==> config.mk <==
export PLATFORM = sky130hd
export DESIGN_NAME = ipv4_dotted_text_parser
export DESIGN_NICKNAME = d
export VERILOG_FILES = /design/src/rtl/ipv4p_pkg.sv /design/src/rtl/ipv4_dotted_text_parser.sv /design/src/rtl/ipv4p_step.sv /design/src/rtl/ipv4p_out.sv
export SDC_FILE = /design/constraint.sdc
export NUM_CORES = 1
export LEC_CHECK = 0
export BUFFER_PORTS_ARGS = -buffer_cell sky130_fd_sc_hd__buf_2
export CAP_MARGIN = 20
export CELL_PAD_IN_SITES_DETAIL_PLACEMENT = 2
export CELL_PAD_IN_SITES_GLOBAL_PLACEMENT = 2
export CORE_UTILIZATION = 42
export DETAILED_ROUTE_END_ITERATION = 16
export PLACE_DENSITY = 0.94
export SKIP_LAST_GASP = 1
export SYNTH_ARGS = -nofsm -noshare
export SYNTH_HDL_FRONTEND = slang
export SYNTH_SLANG_ARGS = --single-unit
==> constraint.sdc <==
create_clock -name clk -period 10.4 [get_ports clk]
set_input_delay 1.56 -clock clk [delete_from_list [all_inputs] [get_ports clk]]
set_output_delay 1.56 -clock clk [all_outputs]
set_load 0.02 [all_outputs]
==> src/rtl/ipv4p_pkg.sv <==
// Shared types and constants for the IPv4 dotted-text parser.
// No dependencies; imported by every module of the block.
package ipv4p_pkg;

	typedef enum logic [2:0] {
		PH_START  = 3'd0,
		PH_ZERO   = 3'd1,
		PH_DIGITS = 3'd2,
		PH_TRAIL  = 3'd3,
		PH_FAIL   = 3'd4
	} phase_t;

	typedef enum logic [1:0] {
		RX_DEC = 2'd0,
		RX_OCT = 2'd1,
		RX_HEX = 2'd2
	} radix_t;

	localparam int unsigned NUM_EARLIER = 3;

	localparam logic [7:0] CH_NUL   = 8'h00;
	localparam logic [7:0] CH_DOT   = 8'h2e;
	localparam logic [7:0] CH_ZERO  = 8'h30;
	localparam logic [7:0] CH_NINE  = 8'h39;
	localparam logic [7:0] CH_LC_A  = 8'h61;
	localparam logic [7:0] CH_LC_F  = 8'h66;
	localparam logic [7:0] CH_UC_A  = 8'h41;
	localparam logic [7:0] CH_UC_F  = 8'h46;
	localparam logic [7:0] CH_LC_X  = 8'h78;
	localparam logic [7:0] CH_UC_X  = 8'h58;
	localparam logic [7:0] CH_SPACE = 8'h20;
	localparam logic [7:0] CH_TAB   = 8'h09;
	localparam logic [7:0] CH_CR    = 8'h0d;

	localparam logic [31:0] LIM_BYTE  = 32'h0000_00ff;
	localparam logic [31:0] LIM_SHORT = 32'h0000_ffff;
	localparam logic [31:0] LIM_24    = 32'h00ff_ffff;

	// Running parse state, carried between the step logic and the top level.
	typedef struct packed {
		logic [31:0] value;
		radix_t      radix;
		phase_t      phase;
		logic [1:0]  count;
	} par_state_t;

	localparam par_state_t STATE_RESET = '{
		value: 32'd0, radix: RX_DEC, phase: PH_START, count: 2'd0
	};

	// Write of a closed part into the earlier-parts store.
	typedef struct packed {
		logic       en;
		logic [1:0] idx;
		logic [7:0] data;
	} part_wr_t;

	// Result produced on a NUL byte.
	typedef struct packed {
		logic        emit;
		logic        ok;
		logic [31:0] addr;
	} par_res_t;

endpackage

==> src/rtl/ipv4_dotted_text_parser.sv <==
// Top level of the IPv4 dotted-text parser: input register, parse state,
// earlier-parts store and result register. Depends on ipv4p_pkg,
// ipv4p_step and ipv4p_out.
//
// Usage
//   Input channel: in_valid / in_stall / char_in, one text byte per transfer.
//   A NUL byte ends the string and produces exactly one result; no other
//   byte produces a result.
//   Output channel: out_valid / out_stall / valid_res / address. address is
//   the composed a, a.b, a.b.c or a.b.c.d value, zero when valid_res is low.
//   Order: a byte is held in the input register, and its parse step
//   updates the parse state as it leaves; a NUL byte's result is then
//   registered in the result register, from which it can leave.
//   Throughput: one byte per clock unless stalled, bounded by the single
//   parse step (one shift-add and compare on the 32-bit part value) per cycle.
//   Stall: only a NUL byte waits, and only while the result register still
//   holds an untaken result; other bytes pass on regardless, so in_stall
//   rises only then.
//   Reset: arst_n clears the parse state, both valid flags and the part
//   count. The earlier-parts store is not cleared; only parts closed within
//   the current string are read.
module ipv4_dotted_text_parser (
	input  logic        clk,
	input  logic        arst_n,
	input  logic        in_valid,
	output logic        in_stall,
	input  logic [7:0]  char_in,
	output logic        out_valid,
	input  logic        out_stall,
	output logic        valid_res,
	output logic [31:0] address
);
	import ipv4p_pkg::*;

	logic       valid_s1;
	logic [7:0] char_s1;

	par_state_t state_q;
	par_state_t state_nxt;
	part_wr_t   part_wr;
	par_res_t   step_res;
	logic [7:0] parts_q [NUM_EARLIER];

	logic out_free;
	logic advance;

	// A byte in the input register moves on unless it is a NUL that
	// finds the result register occupied and stalled.
	assign advance  = !(char_s1 == CH_NUL) || out_free;
	assign in_stall = valid_s1 && !advance;

	// input register
	always_ff @(posedge clk or negedge arst_n) begin
		if (!arst_n) begin
			valid_s1 <= 1'b0;
		end else if (!in_stall) begin
			valid_s1 <= in_valid;
		end
	end

	always_ff @(posedge clk) begin
		if (!in_stall && in_valid)
			char_s1 <= char_in;
	end

	ipv4p_step u_step (
		.cur   (state_q),
		.ch    (char_s1),
		.part0 (parts_q[0]),
		.part1 (parts_q[1]),
		.part2 (parts_q[2]),
		.nxt   (state_nxt),
		.wr    (part_wr),
		.res   (step_res)
	);

	// parse state
	always_ff @(posedge clk or negedge arst_n) begin
		if (!arst_n) begin
			state_q <= STATE_RESET;
		end else if (valid_s1 && advance) begin
			state_q <= state_nxt;
		end
	end

	// earlier parts, written as each dot closes a part
	always_ff @(posedge clk) begin
		if (valid_s1 && advance && part_wr.en)
			parts_q[part_wr.idx] <= part_wr.data;
	end

	ipv4p_out u_out (
		.clk       (clk),
		.arst_n    (arst_n),
		.load      (valid_s1 && advance && step_res.emit),
		.res       (step_res),
		.out_stall (out_stall),
		.free      (out_free),
		.out_valid (out_valid),
		.valid_res (valid_res),
		.address   (address)
	);

	// an invalid result always carries a zero address
	a_invalid_zero: assert property (@(posedge clk) disable iff (!arst_n)
		out_valid && !valid_res |-> address == 32'd0)
		else $error("invalid result with non-zero address");

	// a NUL step returns the parse state to its start
	a_nul_clears: assert property (@(posedge clk) disable iff (!arst_n)
		valid_s1 && advance && char_s1 == CH_NUL
		|=> state_q.count == 2'd0 && state_q.phase == PH_START &&
		    state_q.value == 32'd0)
		else $error("state not cleared after end of string");

	// only a waiting NUL holds off the input
	a_stall_cause: assert property (@(posedge clk) disable iff (!arst_n)
		in_stall |-> valid_s1 && char_s1 == CH_NUL && out_valid && out_stall)
		else $error("input stalled without a pending result");

	// after a leading zero the part value is still zero
	a_zero_phase: assert property (@(posedge clk) disable iff (!arst_n)
		state_q.phase == PH_ZERO |-> state_q.value == 32'd0)
		else $error("non-zero value after leading zero");

endmodule

==> src/rtl/ipv4p_step.sv <==
// Per-byte next-state and result logic of the IPv4 dotted-text parser.
// Depends on ipv4p_pkg.
module ipv4p_step (
	input  ipv4p_pkg::par_state_t cur,
	input  logic [7:0]            ch,
	input  logic [7:0]            part0,
	input  logic [7:0]            part1,
	input  logic [7:0]            part2,
	output ipv4p_pkg::par_state_t nxt,
	output ipv4p_pkg::part_wr_t   wr,
	output ipv4p_pkg::par_res_t   res
);
	import ipv4p_pkg::*;

	logic [31:0] eff_val;
	radix_t      eff_rx;
	logic        run;
	logic [31:0] scaled;
	logic [3:0]  dig;

	// value times the radix, as shifts, plus one add for decimal
	always_comb begin
		case (eff_rx)
			RX_HEX:  scaled = {eff_val[27:0], 4'd0};
			RX_OCT:  scaled = {eff_val[28:0], 3'd0};
			default: scaled = {eff_val[28:0], 3'd0} + {eff_val[30:0], 1'b0};
		endcase
	end

	always_comb begin
		nxt     = cur;
		wr.en   = 1'b0;
		wr.idx  = cur.count;
		wr.data = cur.value[7:0];
		res     = '0;
		eff_val = cur.value;
		eff_rx  = cur.radix;
		run     = 1'b0;
		dig     = ch[3:0];

		if (ch == CH_NUL) begin
			res.emit = 1'b1;
			if (cur.phase inside {PH_START, PH_ZERO, PH_DIGITS, PH_TRAIL}) begin
				case (cur.count)
					2'd0: begin
						res.ok   = 1'b1;
						res.addr = cur.value;
					end
					2'd1: begin
						res.ok   = (cur.value <= LIM_24);
						res.addr = {part0, cur.value[23:0]};
					end
					2'd2: begin
						res.ok   = (cur.value <= LIM_SHORT);
						res.addr = {part0, part1, cur.value[15:0]};
					end
					default: begin
						res.ok   = (cur.value <= LIM_BYTE);
						res.addr = {part0, part1, part2, cur.value[7:0]};
					end
				endcase
				if (!res.ok)
					res.addr = 32'd0;
			end
			nxt = STATE_RESET;
		end else begin
			case (cur.phase)
				PH_START: begin
					nxt.value = 32'd0;
					if (ch == CH_ZERO) begin
						nxt.radix = RX_OCT;
						nxt.phase = PH_ZERO;
					end else begin
						eff_val = 32'd0;
						eff_rx  = RX_DEC;
						run     = 1'b1;
					end
				end
				PH_ZERO: begin
					if (ch == CH_LC_X || ch == CH_UC_X) begin
						nxt.radix = RX_HEX;
						nxt.phase = PH_DIGITS;
					end else begin
						eff_rx = RX_OCT;
						run    = 1'b1;
					end
				end
				PH_DIGITS: run = 1'b1;
				default: ;
			endcase

			if (run) begin
				nxt.radix = eff_rx;
				nxt.phase = PH_DIGITS;
				nxt.value = eff_val;
				if (ch inside {[CH_ZERO:CH_NINE]}) begin
					nxt.value = scaled + {28'd0, dig};
				end else if (eff_rx == RX_HEX &&
					(ch inside {[CH_LC_A:CH_LC_F], [CH_UC_A:CH_UC_F]})) begin
					// letter a..f: low nibble 1..6 weighs 10..15
					nxt.value = {eff_val[27:0], 4'd0} + {28'd0, dig + 4'd9};
				end else if (ch == CH_DOT) begin
					if (cur.count == 2'd3 || eff_val > LIM_BYTE) begin
						nxt.phase = PH_FAIL;
					end else begin
						wr.en     = 1'b1;
						wr.data   = eff_val[7:0];
						nxt.count = cur.count + 2'd1;
						nxt.value = 32'd0;
						nxt.radix = RX_DEC;
						nxt.phase = PH_START;
					end
				end else if (ch == CH_SPACE || (ch inside {[CH_TAB:CH_CR]})) begin
					nxt.phase = PH_TRAIL;
				end else begin
					nxt.phase = PH_FAIL;
				end
			end
		end
	end

endmodule

==> src/rtl/ipv4p_out.sv <==
// Result register of the IPv4 dotted-text parser, holding one result
// while the receiver stalls. Depends on ipv4p_pkg.
module ipv4p_out (
	input  logic                clk,
	input  logic                arst_n,
	input  logic                load,
	input  ipv4p_pkg::par_res_t res,
	input  logic                out_stall,
	output logic                free,
	output logic                out_valid,
	output logic                valid_res,
	output logic [31:0]         address
);
	import ipv4p_pkg::*;

	logic out_valid_q;
	logic ok_q;
	logic [31:0] addr_q;

	assign free      = !out_valid_q || !out_stall;
	assign out_valid = out_valid_q;
	assign valid_res = ok_q;
	assign address   = addr_q;

	always_ff @(posedge clk or negedge arst_n) begin
		if (!arst_n) begin
			out_valid_q <= 1'b0;
		end else if (free) begin
			out_valid_q <= load;
		end
	end

	always_ff @(posedge clk) begin
		if (free && load) begin
			ok_q   <= res.ok;
			addr_q <= res.addr;
		end
	end

endmodule
==> metrics, run 1 <==
outcome finished clean; Post-synth EDFFs 65; Reg2Reg Depth 18; Reg2Reg Setup Slack 2.97 ns; Synth Area in Simple Gates 22.57%; Max Clk Rate 0.1346 GHz; Hold Crit Class reg2reg; crit start category flip-flop; Net Switching 1347 µW; Tightest Pin Transition roughly 1.1 ns; largest net degree at the start of global routing 42; H-tree depth 3; CTS tree done; maximum fanout along the worst path 36; commonest non-fill, non-tap cell in the layout nor2_1; Num CTS Buffers 9; number of detailed-route iterations in the first pass 6; Initial Utilization between 40 and 50%; Setup CP Type reg2reg; global route overflow 0; switching share of power between 50% and 60%; synth warn 0; Leak 0.003998 µW; non-filler instance count after layout 1,301; post-placement cell area 0.009254 mm²; post-synthesis cell type count 86; Overall Global Routing Usage a little under 40%; # DRC 0; Mean Syn Cell Area 8.592 µm²; Post-Route WL 42.11 mm; maximum vdd drop approximately 0.14 mV; Total Die Area approximately 0.022 mm²; main combinational cell family by area after synthesis compound AO/OA/AOI/OAI gates; Max-slew headroom 25.68%; Setup Skew 0.01897 ns; CP Capture Type flip-flop; row count 52; final setup vio count 0; WHS Endpoint u_out.address[22]$_SDFFCE_PN0P_; CTS resizes 0; vias in the first global route 10,298; register share of total power about 27%; HPWL after DPL 28.38 mm; synthesis-to-finish area growth 7.542%; RSZ-0062 raised after global routing false; drt wl/cell around 32 µm; R2R Path End state_q[37]$_DFFE_PN0P_; post-synthesis compound-gate area fraction 26.52%; Vert. Die Dim 147.5 µm; cell count after synthesis between 1,000 and 1,500; GPL Wtd Cong 0.8746; Total Power 2403 µW; DIE WIDTH roughly 150 µm; I/O pin cnt 47; clock latency on the worst-skew pair 0.38 ns; asr flop ratio synth 38.68%; post-synthesis mux area share 1.590%; max-slew violations 0; port buffer count 46; max_cap viols 0; post-synthesis xor/xnor area fraction 5.122%; Post-CTS Setup Inserts 0; Comb pwr share ~57%; most frequent cells in the layout nor2_1 (87), a21oi_1 (83), nand2_1 (74), edfxtp_1 (65), o21ai_0 (59); commonest register cell after synthesis edfxtp_1; hold buffers post-CTS 0; TNS Setup 0 ns; min Tclk post-route 7.429 ns; Clock Power Share between 10% and 20%; hold_sp parts_q[1][6]$_DFFE_PP_; core area 0.02049 mm²; cell internal pwr about 1100 µW; critical path data required time 10.68 ns; part of the Yosys area used for sequential elements around a third; Final period util 71.43%; global-route wire length before repair 63.77 mm; DR vias/cell 7.268; post-synthesis adder-cell area fraction under 10%; Final #Nets 1,077; Synth Net Count 1,087; Synth Register Bits roughly 110; smallest hold slack 0.6026 ns; Worst Hold Depth 2; Finished Cell Area 0.009563 mm²; Post-Place Cells 1,284; Num Clock Sinks ~110; DRT iter0 DRCs 876; clock slew at reported path FFs 0.09 ns; initial antenna violation count 2; CTS Root Cell clkbuf_16; PD cells 251.3 mW/mm²; fraction of layout cells with a size suffix above 1 10.10%; reg2reg start char_s1[0]$_DFFE_PP_; Bufs on Longest Clock Path 2; vias after detailed routing about 9,500; Routed Antenna Nets 0; Arrival @ worst endpoint 7.71 ns; Mapped Area between 0.008 and 0.009 mm²; hold violation total from the final report 0
-- cell type report --
| type | count | area, µm² |
|---|---|---|
| Tap cell | 270 | 337.8 |
| Multi-Input combinational cell | 828 | 5504 |
| Inverter | 19 | 71.32 |
| Antenna cell | 1 | 2.502 |
| Fill cell | 2204 | 10930 |
| Clock inverter | 7 | 81.33 |
| Sequential cell | 106 | 2978 |
| Clock buffer | 9 | 225.2 |
| Timing Repair Buffer | 61 | 362.8 |
-- flip-flops by register name, indices dropped and copies added, names as in the netlist --
signal,flops
state_q,39
u_out.address,32
parts_q,24
char_s1,8
u_out.out_valid,1
u_out.valid_res,1
valid_s1,1
-- routing by layer --
layer / up-vias / wire (µm) / share of wire, % / global-route usage (%)
met2: 575 / 20740 / 49 / 67.15
met5: - / 13 / 0.031 / 0
met4: 2 / 3013 / 7.2 / 26.29
met3: 225 / 2889 / 6.9 / 7.562
li1: 3890 / - / - / -
met1: 4764 / 15460 / 37 / 43.83
-- metrics by stage --
| stage | setup WS [ns] | util, % |
|---|---|---|
| 6_report | 2.971 | 46.66 |
| 5_1_grt | 2.698 | 46.65 |
| 4_1_cts | 3.227 | 46.65 |
| 3_5_place_dp | 3.445 | 45.15 |
| 3_3_place_gp | 4.055 | 45.02 |
| 2_1_floorplan | 4.106 | - |
-- synth_stat cells (15+ instances only) --
cell	count	area (µm²)
dfrtp_1	41	1026
a21oi_1	83	415.4
nand2_1	74	277.8
ha_1	38	475.5
clkbuf_1	58	217.7
o21ai_0	59	295.3
and3_1	20	125.1
edfxtp_1	65	1952
nor3_1	22	110.1
xnor2_1	27	236.5
inv_1	18	67.56
and2_1	40	250.2
nand4_1	15	93.84
a21o_1	31	232.7
a22oi_1	40	300.3
nand2b_1	15	93.84
xor2_1	25	219.0
nor2_1	87	326.6
nand3_1	26	130.1
-- cell families after synthesis --
kind of cell             after synthesis
AND/OR/NAND/NOR                      373
AO/OA/AOI/OAI                        348
flip-flops                           106
buffers and inverters                101
XOR/XNOR                              52
adder cells (fa/ha/maj)               41
multiplexers                          14
-- power groups by stage --
stage / sequential, µW / combinational, µW / clock, µW
3_3_place_gp: 638 / 1130 / 0
3_5_place_dp: 649 / 1250 / 0
6_report: 655 / 1370 / 377
2_1_floorplan: 537 / 916 / 0
4_1_cts: 642 / 1310 / 372
5_1_grt: 651 / 1430 / 385
-- worst max-delay path: stages, from the launching register on --
cell and delay (ns):
edfxtp_1 0.51, inv_1 0.18, ha_1 0.30, nor4b_1 0.51, nand2_1 0.62, nand2_1 0.18
and2_1 0.23, inv_1 0.06, ha_1 0.70, buf_4 0.49, clkinv_1 0.66, o32ai_1 0.63
o22ai_1 0.19, nor4_1 0.60, and3b_1 0.29, nor4b_4 0.44, and4_1 0.29, o21ai_1 0.11
a32o_1 0.29
-- worst max path at each step --
stage | start | end | slack (ns) | depth (start not counted)
final | char_s1[0]$_DFFE_PP_ | state_q[37]$_DFFE_PN0P_ | 2.97 | 18
after global placement | char_s1[0]$_DFFE_PP_ | state_q[37]$_DFFE_PN0P_ | 4.05 | 20
after detailed placement | char_s1[0]$_DFFE_PP_ | state_q[37]$_DFFE_PN0P_ | 3.45 | 20
after global routing | char_s1[0]$_DFFE_PP_ | state_q[37]$_DFFE_PN0P_ | 2.70 | 18
after floorplan | char_s1[0]$_DFFE_PP_ | state_q[32]$_DFFE_PN0P_ | 4.11 | 28
after CTS | char_s1[0]$_DFFE_PP_ | state_q[37]$_DFFE_PN0P_ | 3.23 | 20
Note: power is estimated with default switching activity, not from simulation.
==> run 2: changes to the inputs <==
ABC_AREA = 1   (was default)
CORE_UTILIZATION = 36   (was 42)
PLACE_DENSITY = 0.88   (was 0.94)
clock period = 7.39 ns   (was 10.4 ns; I/O delays follow)
==> run 2 against run 1 <==
Final cell count increased by 27%; highest routed layer is now met4; wire length up 0.80%; critical path depth grew 11; critical endpoint is now state_q[33]$_DFFE_PN0P_; first-iteration DRC count decreased by 7.4%; via count up 6.2%; clock skew is 0.0083 ns lower; area after synthesis increased by 3.2%; maximum frequency grew 12%; power up 78%; register-to-register slack worse by 2.2 ns.
==> metrics, run 2 <==
outcome finished clean; Total Power 4290 µW; met2 WL between 20 and 25 mm; number of detailed-route iterations in the first pass 7; Post-synth EDFFs 65; DRT iter0 DRCs 811; hold violation total from the final report 0; part of the Yosys area used for sequential elements 32.46%; final setup vio count 0; H-tree depth 3; commonest non-fill, non-tap cell in the layout nand2_1; CTS tree done; max_cap viols 0; global-route wire length before repair 62.19 mm; Total Die Area approximately 0.026 mm²; RSZ-0062 raised after global routing false; global route overflow 0; row count 58; post-synthesis mux area share 0%; clock latency on the worst-skew pair 0.37 ns; most frequent cell after synthesis nand2_1; CTS Root Cell clkbuf_16; Final period util 89.55%; Synth area leaders edfxtp_1 (21%), nand2_1 (11%), dfrtp_1 (11%); Routed Antenna Nets 0; DR vias/cell just over 6; Synth top area share 21.28%; Synth Area in Simple Gates about a third; Max-slew headroom 22.37%; Synth Register Bits 106; TNS Setup 0 ns; max-slew violations 0; cell count after synthesis 1,285; Arrival @ worst endpoint 6.87 ns; Num CTS Buffers 9; Leak 0.004702 µW; main combinational cell family by area after synthesis simple AND/OR/NAND/NOR gates; CP Capture Type flip-flop; max layer used met4; Setup Skew 0.01071 ns; max reg flops 39; vias in the first global route 10,850; post-synthesis adder-cell area fraction under 10%; # DRC 0; vias after detailed routing 10,043; drt wl/cell 25.69 µm; smallest hold slack 0.5215 ns; Hold Crit Class reg2reg; CTS resizes 0; Worst path max stage delay 0.61 ns; Synth area leader edfxtp_1; CP max stage cell clkinv_1; met3 WL approximately 2.2 mm; Initial Utilization 36.54%; crit start category flip-flop; initial antenna violation count 0; ranking of synthesized cells by instance count nand2_1 (274), inv_1 (182), nor2_1 (136), nand3_1 (117), edfxtp_1 (65); hold buffers post-CTS 0; port buffer count 46; DIE WIDTH 161.6 µm; post-synthesis cell type count 54; HPWL after DPL roughly 29 mm; core area between 0.02 and 0.03 mm²; WL met1 about 16 mm; Overall Global Routing Usage 30.86%; fraction of layout cells with a size suffix above 1 about 14%; Post-CTS Setup Inserts 0; Max Clk Rate 0.1511 GHz; asr flop ratio synth 38.68%; largest net degree at the start of global routing 47; clock slew at reported path FFs 0.09 ns; Filler Cell Count 3,037; synth warn 0; critical path data required time 7.64 ns; Synth Net Count 1,337; Top reg by flops state_q; Bufs on Longest Clock Path 2; post-synthesis compound-gate area fraction 16.46%; Mapped Area between 0.009 and 0.01 mm²; Tightest Pin Transition 1.162 ns; Setup CP Type reg2reg; Final #Nets 1,367; post-synthesis xor/xnor area fraction 0.9547%; Multi-input gate area 0.005264 mm²; maximum fanout along the worst path 46; I/O pin cnt 47; Post-Route WL 42.45 mm; most frequent cells in the layout nand2_1 (274), inv_1 (182), nor2_1 (136), nand3_1 (117), edfxtp_1 (65); commonest register cell after synthesis edfxtp_1; FF/Latch Area 0.002978 mm²; Num Clock Sinks 106; maximum vdd drop about 0.2 mV; synthesis-to-finish area growth 10.19%; GPL Wtd Cong around 0.83; min Tclk post-route 6.618 ns; Vert. Die Dim 161.6 µm; PD cells 424.4 mW/mm²; Mean Syn Cell Area 7.139 µm²
-- run 2: cell count changes after synthesis, moves of 20 or more --
cell / change
a21o_1: -30
inv_1: +164
xnor2_1: -23
clkbuf_1: -31
nand2_2: +33
a22oi_1: -29
inv_2: +20
nand3_1: +91
nor2_1: +49
a21oi_1: -20
nand2_1: +200
and3_1: -20
o221ai_1: +31
and2_1: -40
-- run 2: routing by layer --
metal	vias up	GRT usage, %
li1	4391	-
met1	5048	35.26
met2	434	54.66
met3	170	5.187
met4	0	16.90
met5	-	0
-- run 2: final cells by class --
type                            instances  share of cell area [%]
Antenna cell                            2                 0.04951
Clock buffer                           10                   2.265
Clock inverter                          6                  0.9902
Inverter                              210                   7.810
Multi-Input combinational cell        933                   52.07
Sequential cell                       106                   29.46
Tap cell                              330                   4.085
Timing Repair Buffer                   55                   3.268
-- run 2: metrics by stage --
stage                     setup WS [ns]  utilization, %  area (µm²)  cells
after global placement            1.462           38.74        9727   1632
final                            0.7720           40.26       10110   1652
after detailed placement          1.066           38.74        9727   1632
after CTS                        0.9088           40.05       10060   1648
after global routing             0.1946           40.24       10100   1650
after floorplan                   2.564               -        9174   1285
-- run 2: cells by family after synthesis --
kind of cell,Yosys count
AOI/OAI and AO/OA,231
xor gates and xnor gates,10
adders and majority gates,40
buffers and inverters,246
DFF,106
and+or+nand+nor,652
-- run 2: worst max-delay path, delay by kind of cell (launching register included) --
| family | cells | cell delay (ns) |
|---|---|---|
| buffers and inverters | 6 | 1.29 |
| AOI/OAI and AO/OA | 3 | 0.74 |
| adders and majority gates | 3 | 0.99 |
| DFF | 1 | 0.48 |
| and+or+nand+nor | 17 | 3.00 |
-- run 2: where the power goes --
part	switching, µW	internal (µW)	total (µW)
combinational	2120	702	2820
sequential	177	720	897
clock	269	305	574
-- run 2: worst paths after layout --
check                                             from                           to  slack (ns)  depth (start not counted)
max reg2reg                       char_s1[0]$_DFFE_PP_      state_q[33]$_DFFE_PN0P_        0.77                         29
max in group asynchronous                       arst_n       state_q[5]$_DFFE_PN0P_        6.24                          2
max                               char_s1[0]$_DFFE_PP_      state_q[33]$_DFFE_PN0P_        0.77                         29
min reg2reg                u_out.out_valid$_DFFE_PN0P_  u_out.out_valid$_DFFE_PN0P_        0.52                          2
min                        u_out.out_valid$_DFFE_PN0P_  u_out.out_valid$_DFFE_PN0P_        0.52                          2
min in group asynchronous                       arst_n      state_q[35]$_DFFE_PN0P_        0.62                          1
